$ cat src/owvpd_pkg.sv
// Shared types and constants for the omni-wheel velocity drive block.
package owvpd_pkg;

  localparam int DATA_W     = 16;
  localparam int COEF_W     = 3 * DATA_W;
  localparam int PROD_W     = 2 * DATA_W;
  localparam int NUM_WHEELS = 4;
  localparam int CFG_IDX_W  = 3;

  localparam logic [CFG_IDX_W-1:0] REG_WHEEL0_COEFFS = 3'd0;
  localparam logic [CFG_IDX_W-1:0] REG_WHEEL1_COEFFS = 3'd1;
  localparam logic [CFG_IDX_W-1:0] REG_WHEEL2_COEFFS = 3'd2;
  localparam logic [CFG_IDX_W-1:0] REG_WHEEL3_COEFFS = 3'd3;
  localparam logic [CFG_IDX_W-1:0] REG_PROP_GAIN     = 3'd4;

  localparam logic [DATA_W-1:0] GAIN_RESET = 16'd256;

  typedef struct packed {
    logic s1;
    logic s2;
    logic s3;
    logic s4;
  } stage_en_t;

endpackage

$ cat src/owvpd_wheel_lane.sv
// Four-stage datapath for one wheel: products, target and error, gain, clip.
module owvpd_wheel_lane #(
  parameter int FRAC_BITS = 8
) (
  input  logic                                clk,
  input  owvpd_pkg::stage_en_t                en,
  input  logic        [owvpd_pkg::COEF_W-1:0] coeffs,
  input  logic        [owvpd_pkg::DATA_W-1:0] gain,
  input  logic signed [owvpd_pkg::DATA_W-1:0] yaw_cmd,
  input  logic signed [owvpd_pkg::DATA_W-1:0] vx_cmd,
  input  logic signed [owvpd_pkg::DATA_W-1:0] vy_cmd,
  input  logic signed [owvpd_pkg::DATA_W-1:0] speed,
  output logic signed [owvpd_pkg::DATA_W-1:0] effort,
  output logic                                sat
);

  localparam int DW     = owvpd_pkg::DATA_W;
  localparam int PW     = owvpd_pkg::PROD_W;
  localparam int TW     = PW - FRAC_BITS;
  localparam int DIFF_W = PW + 2 - FRAC_BITS;
  localparam int MW     = DIFF_W + DW + 1;
  localparam int QW     = MW - FRAC_BITS;

  logic signed [PW-1:0]     p_r [3];
  logic signed [DW-1:0]     spd1_r;
  logic signed [DIFF_W-1:0] diff_r;
  logic signed [DIFF_W-1:0] diff_nxt;
  logic signed [MW-1:0]     m_r;
  logic signed [DW-1:0]     effort_r;
  logic signed [DW-1:0]     effort_nxt;
  logic                     sat_r;
  logic                     sat_nxt;

  // stage 1: coefficient times command
  always_ff @(posedge clk) begin
    if (en.s1) begin
      p_r[0] <= $signed(coeffs[DW-1:0]) * yaw_cmd;
      p_r[1] <= $signed(coeffs[2*DW-1:DW]) * vx_cmd;
      p_r[2] <= $signed(coeffs[3*DW-1:2*DW]) * vy_cmd;
      spd1_r <= speed;
    end
  end

  // stage 2: truncate toward zero, sum, subtract measured speed
  always_comb begin
    logic signed [PW-1:0] biased;
    logic signed [TW-1:0] t;
    diff_nxt = -DIFF_W'(spd1_r);
    for (int k = 0; k < 3; k++) begin
      biased   = p_r[k] + $signed({{(PW-FRAC_BITS){1'b0}}, {FRAC_BITS{p_r[k][PW-1]}}});
      t        = biased[PW-1:FRAC_BITS];
      diff_nxt = diff_nxt + DIFF_W'(t);
    end
  end

  always_ff @(posedge clk) begin
    if (en.s2) begin
      diff_r <= diff_nxt;
    end
  end

  // stage 3: gain times error
  always_ff @(posedge clk) begin
    if (en.s3) begin
      m_r <= $signed({1'b0, gain}) * diff_r;
    end
  end

  // stage 4: truncate toward zero and clip to the output range
  always_comb begin
    logic signed [MW-1:0] biased;
    logic signed [QW-1:0] q;
    biased = m_r + $signed({{(MW-FRAC_BITS){1'b0}}, {FRAC_BITS{m_r[MW-1]}}});
    q      = biased[MW-1:FRAC_BITS];
    sat_nxt = !((&q[QW-1:DW-1]) || !(|q[QW-1:DW-1]));
    if (sat_nxt) begin
      effort_nxt = q[QW-1] ? {1'b1, {(DW-1){1'b0}}} : {1'b0, {(DW-1){1'b1}}};
    end else begin
      effort_nxt = q[DW-1:0];
    end
  end

  always_ff @(posedge clk) begin
    if (en.s4) begin
      effort_r <= effort_nxt;
      sat_r    <= sat_nxt;
    end
  end

  assign effort = effort_r;
  assign sat    = sat_r;

endmodule
$ cat config.mk
export PLATFORM = sky130hd
export DESIGN_NAME = owvpd_wheel_lane
export DESIGN_NICKNAME = d
export VERILOG_FILES = /design/src/owvpd_pkg.sv /design/src/owvpd_wheel_lane.sv
export SDC_FILE = /design/constraint.sdc
export NUM_CORES = 2
export LEC_CHECK = 0
export BUFFER_PORTS_ARGS = -buffer_cell sky130_fd_sc_hd__buf_2
export CAP_MARGIN = 10
export CORE_UTILIZATION = 50
export CTS_BUF_LIST = sky130_fd_sc_hd__clkbuf_16
export CTS_CLUSTER_DIAMETER = 120
export CTS_CLUSTER_SIZE = 20
export DETAILED_ROUTE_END_ITERATION = 12
export PLACE_DENSITY = 0.77
export SLEW_MARGIN = 10
export SYNTH_ARGS = -nofsm -noshare
export SYNTH_HDL_FRONTEND = slang
export SYNTH_SLANG_ARGS = --single-unit
$ cat constraint.sdc
create_clock -name clk -period 9.8 [get_ports clk]
set_clock_uncertainty 0.15 [all_clocks]
set_input_delay 0.98 -clock clk [delete_from_list [all_inputs] [get_ports clk]]
set_output_delay 0.98 -clock clk [all_outputs]
set_load 0.02 [all_outputs]
=== After elaboration in Yosys (flattened, before gate mapping) ===
Memories as Yosys holds them, arrays and structs flattened.
Index checks and enable logic that the tools add are counted.

* Bits in registers: 102
* Bits in writable memories: 96
* Bits of input ports: 133
* Output and inout port bits: 17
* Memories kept: 1

{| class="wikitable"
|+ Memory list
! name !! depth !! width !! rd ports !! clocked after memory_dff !! wr ports !! line !! source
|-
| p_r || 3 || 32 || 3 || 0 || 3 || owvpd_wheel_lane.sv:24 || <nowiki>logic signed [PW-1:0] p_r [3];</nowiki>
|}

* Add/subtract/negate cells: 8
* $mul: 4
* Mux-type cells: 4
* Reductions and logical operators: 5

{| class="wikitable"
|+ Operators with widths
! kind !! number
|-
| adder 32 x 9 -> 32 bit || 3
|-
| multiplier 16 x 16 -> 32 bit || 3
|-
| adder 26 x 24 -> 26 bit || 3
|-
| adder 43 x 9 -> 43 bit || 1
|-
| multiplier 17 x 26 -> 43 bit || 1
|-
| 2-to-1 mux 16 bit || 2
|-
| negation 16 -> 26 bit || 1
|-
| AND reduction 20 bit || 1
|-
| OR reduction 20 bit || 1
|-
| logical NOT 1 bit || 2
|-
| 2-to-1 mux 1 bit || 2
|-
| logical OR 1 bit || 1
|}

=== Logic depth before layout (Yosys ltp) ===
* Depth after elaboration: 5
* Gate-level depth with buffers: 26
* Depth with buffers taken out: 25

=== Least setup slack after synthesis ===
Ideal clock, no wire load.

* Path kind: input port to flip-flop
* From: input port gain[8] (netlist bit)
* To: register m_r[42], data pin
* Library setup time: 0.260 ns
* Arrival: 6.933 ns
* Data required time: 9.390 ns
* Slack: 2.457 ns
* Stages: 25
* Path buffers: 2
* Cell sequence: clkbuf_1 clkbuf_1 nand2_1 fa_1 inv_1 fa_1 inv_1 fa_1 inv_1 fa_1 fa_1 inv_1 fa_1 inv_1 ha_1 a21o_1 a211oi_1 nor2_1 or3_1 o2111ai_2 o21ai_2 a2111oi_1 o21bai_1 a21oi_1 xnor2_1

* Word-level cells in the longest chain between the ends: 1

{| class="wikitable"
|+ RTL lines
! element !! line !! source
|-
| start: declaration || owvpd_wheel_lane.sv:8 || <nowiki>input logic [owvpd_pkg::DATA_W-1:0] gain,</nowiki>
|-
| multiplier 17 x 26 -> 43 bit || owvpd_wheel_lane.sv:65 || <nowiki>m_r <= $signed({1'b0, gain}) * diff_r;</nowiki>
|-
| end signal: assignment || owvpd_wheel_lane.sv:65 ||
|-
| end: declaration || owvpd_wheel_lane.sv:28 || <nowiki>logic signed [MW-1:0] m_r;</nowiki>
|}

No other way between the ends.
A chain may end at the register's enable or synchronous reset.

=== Worst setup path after layout ===
Ends and elaborated chain as after synthesis.

==> summary.md <==
| Metric | Value |
|---|---|
| Commonest non-fill, non-tap cells in the layout | inv_1, fa_1, nand2_1 |
| Worst setup SP type | input pin |
| Setup bufs post-CTS | 0 |
| Skew-Pair Late Insertion Delay | 0.51 ns |
| Number of global-route vias before repair | 41,011 |
| Fin nets | 7,505 |
| Tmin final | 7.37 ns |
| Top cell by count, worst path | fa_1 |
| Clock Sinks | 198 |
| Initial DRT Pass Iterations | 6 |
| Worst path max stage delay | 0.56 ns |
| Post-CTS Hold Fix Bufs | 0 |
| Hold path cells | 1 |
| Adder-Cell Fraction of Synth Area | between 50% and 60% |
| Max Fanout on Critical Path | 26 |
| Status | finished, final reports clean |
| Post-synth net total | 7,504 |
| Post-synthesis xor/xnor area fraction | between 4 and 5% |
| Non-filler instance count after layout | 7,160 |
| Ys flop type | edfxtp_1 |
| CP top delay family | adder cells |
| Post-route ant nets | 0 |
| Max Cap Violations | 0 |
| Largest family of logic cells by synthesized area | adder cells |
| Synth warn | 0 |
| Filler cell count | 9,469 |
| Initial antenna violation count | 9 |
| DRC viols | 0 |
| Cell Area, Synth | 54,900 µm² |
| Max H-tree Level | 4 |
| CP max-delay cell | fa_1 |
| Std-Cell Rows | about 120 |
| Final Hold Vio Count | 0 |
| Largest net degree at the start of global routing | 71 |
| Routability cong. | 0.900 |
| Cell count after synthesis | around 5,700 |
| Worst hold path type | input pin to flip-flop |
| Relative slew slack | 34.3% |
| Final wirelength | 118,000 µm |
| Area of the multi-input gates | 42,900 µm² |
| Dpl cells | 7,123 |
| Crit share post-route | 75.3% |
| Die Area | between 100,000 and 150,000 µm² |
| Layout cell share with drive strength beyond 1 | 3.92% |
| HPWL Detailed | ~99,000 µm |
| Setup CP Type | input pin to flip-flop |
| Clock root buffer | clkbuf_16 |
| Port bufs | 149 |
| Post-synthesis mux area share | less than 1% |
| Distinct cells, synth | 78 |
| CORE AREA | 109,000 µm² |
| Worst hold slack | 0.491 ns |
| Area delta synth->final | 4.64% |
| TritonCTS clock tree | done |
| Register area | 5950 µm² |
| Worst Tran Pin Value | 0.986 ns |
| R2R depth | 23 |
| Syn avg cell area | ~9.6 µm² |
| Critical path depth | 24 |
| Initial DRC count | 2,120 |
| Top layer in use | met5 |
| CP Data Arrival Time | 7.46 ns |
| CP required | between 9 and 10 ns |
| # resized after CTS | 0 |
| Worst Setup End Kind | flip-flop |
| Final Max Tran Viols | 0 |
| Metal-1 WL | 47,400 µm |
| Compound-Gate Fraction of Synth Area | 4.82% |
| RSZ-0062 raised after global routing | false |
| Fraction of registers with async set/reset | 0% |
| Cell Chain, Critical Path | buf_2, nand2_1, fa_1, inv_1, fa_1, inv_1, fa_1, inv_1, fa_1, fa_1, inv_1, fa_1, inv_1, ha_1, a21o_1, a211oi_1, nor2_1, or3_1, o2111ai_2, o21ai_2, a2111oi_1, o21bai_1, a21oi_1, xnor2_1 |
| Vias/cell | roughly 5.3 |
| Crit path buf inv count | 6 |
| Met2 WL | between 50,000 and 60,000 µm |
| Sequential area share after synthesis | around 11% |
| Sum of negative setup slack | 0 ns |
| Met3 wire len | 7980 µm |
| I/O pin count | 150 |
| Synthesized flop and latch total | about 200 |
| Commonest non-fill, non-tap cell in the layout | inv_1 |
| Post-synth EDFFs | between 150 and 200 |
| Routed WL per cell | 16.5 µm |
| Die width | 333 µm |
| Post-layout util | 52.7% |
| Vias | 37,664 |
| Die Ht | 333 µm |
| Simple logic cell fraction of the synthesized area | approximately 15% |
| Initial core utilization | 50.4% |
| Final Setup Violations | 0 |
| Clock transition at path regs | 0.09 ns |
| Tot GR Track Use | 22.2% |
| Total CTS buffers | 17 |
| Fmax | 0.136 GHz |
| First-pass GRT wire length | 200,000 µm |
| Total congestion overflow | 0 |
| Worst-case clock buffer depth | 2 |
## metrics by stage
step / instance area, µm² / setup slack, ns
floorplan: 54900 / 2.46
global placement: 56700 / 2.07
detailed placement: 56700 / 1.98
CTS: 57400 / 2.50
global route: 57400 / 2.00
finish: 57400 / 2.43
## final timing paths
| check | startpoint | end | slack [ns] |
|---|---|---|---|
| setup reg to reg | diff_r[7]$_DFFE_PP_ | m_r[42]$_DFFE_PP_ | 2.54 |
| hold / removal | speed[13] | spd1_r[13]$_DFFE_PP_ | 0.49 |
| hold reg to reg | m_r[16]$_DFFE_PP_ | effort[8]$_DFFE_PP_ | 0.53 |
| setup / recovery | gain[8] | m_r[42]$_DFFE_PP_ | 2.43 |
## synthesized netlist by cell type, types with 14 or more instances
cell / n / area share (%)
inv_1: 1440 / 9.9
fa_1: 1240 / 45
nand2_1: 686 / 4.7
and2_1: 557 / 6.4
ha_1: 404 / 9.2
edfxtp_1: 198 / 11
xnor2_1: 179 / 2.9
clkbuf_1: 166 / 1.1
nor2_1: 135 / 0.92
a21oi_1: 119 / 1.1
xor2_1: 81 / 1.3
o21ai_0: 67 / 0.61
a21o_1: 63 / 0.86
nand3_1: 57 / 0.52
nand2b_1: 34 / 0.39
nor3_1: 31 / 0.28
o21a_1: 28 / 0.38
and3_1: 26 / 0.30
nor2b_1: 19 / 0.22
a31oi_1: 16 / 0.18
nand4_1: 15 / 0.17
o21bai_1: 14 / 0.19
## flip-flops by register name, indices dropped and copies added (netlist names)
register and count:
p_r 96, sat 1, m_r 43, diff_r 26, effort 16, spd1_r 16
## worst register-to-register path: stages, from the launching register on
cell and delay (ns):
edfxtp_1 0.82, nand2_1 0.19, fa_1 0.56, inv_1 0.05, fa_1 0.49, inv_1 0.06, fa_1 0.52, inv_1 0.05
fa_1 0.45, fa_1 0.49, inv_1 0.05, fa_1 0.47, inv_1 0.04, ha_1 0.34, a21o_1 0.19, a211oi_1 0.34
nor2_1 0.13, or3_1 0.40, o2111ai_2 0.26, o21ai_2 0.15, a2111oi_1 0.38, o21bai_1 0.13, a21oi_1 0.18, xnor2_1 0.09
## logic make-up (layout without fill, tap and decap cells)
group | count (synthesis) | count (layout)
adder cells (fa/ha/maj) | 1644 | 1644
AND/OR/NAND/NOR | 1611 | 1611
buffers and inverters | 1610 | 1624
AO/OA/AOI/OAI | 402 | 402
XOR/XNOR | 261 | 261
flip-flops | 198 | 198
multiplexers | 1 | 1
other | 0 | 5
## cell type report
cell class                 instances  area share [%]
multi-input combinational       3919            74.7
timing repair buffer             152            1.34
clock inverter                    15           0.390
antenna                            5          0.0218
tap                             1414            3.08
sequential                       198            10.4
inverter                        1440            9.42
clock buffer                      17           0.741
## layer usage
layer,track usage [%],vias to the layer above
li1,-,17008
met1,28.6,19245
met2,38.7,1234
met3,3.35,175
met4,6.57,2
met5,0,-
Power is not shown: default switching activity piles up to over one toggle a cycle in this logic, so the estimate is an artifact.
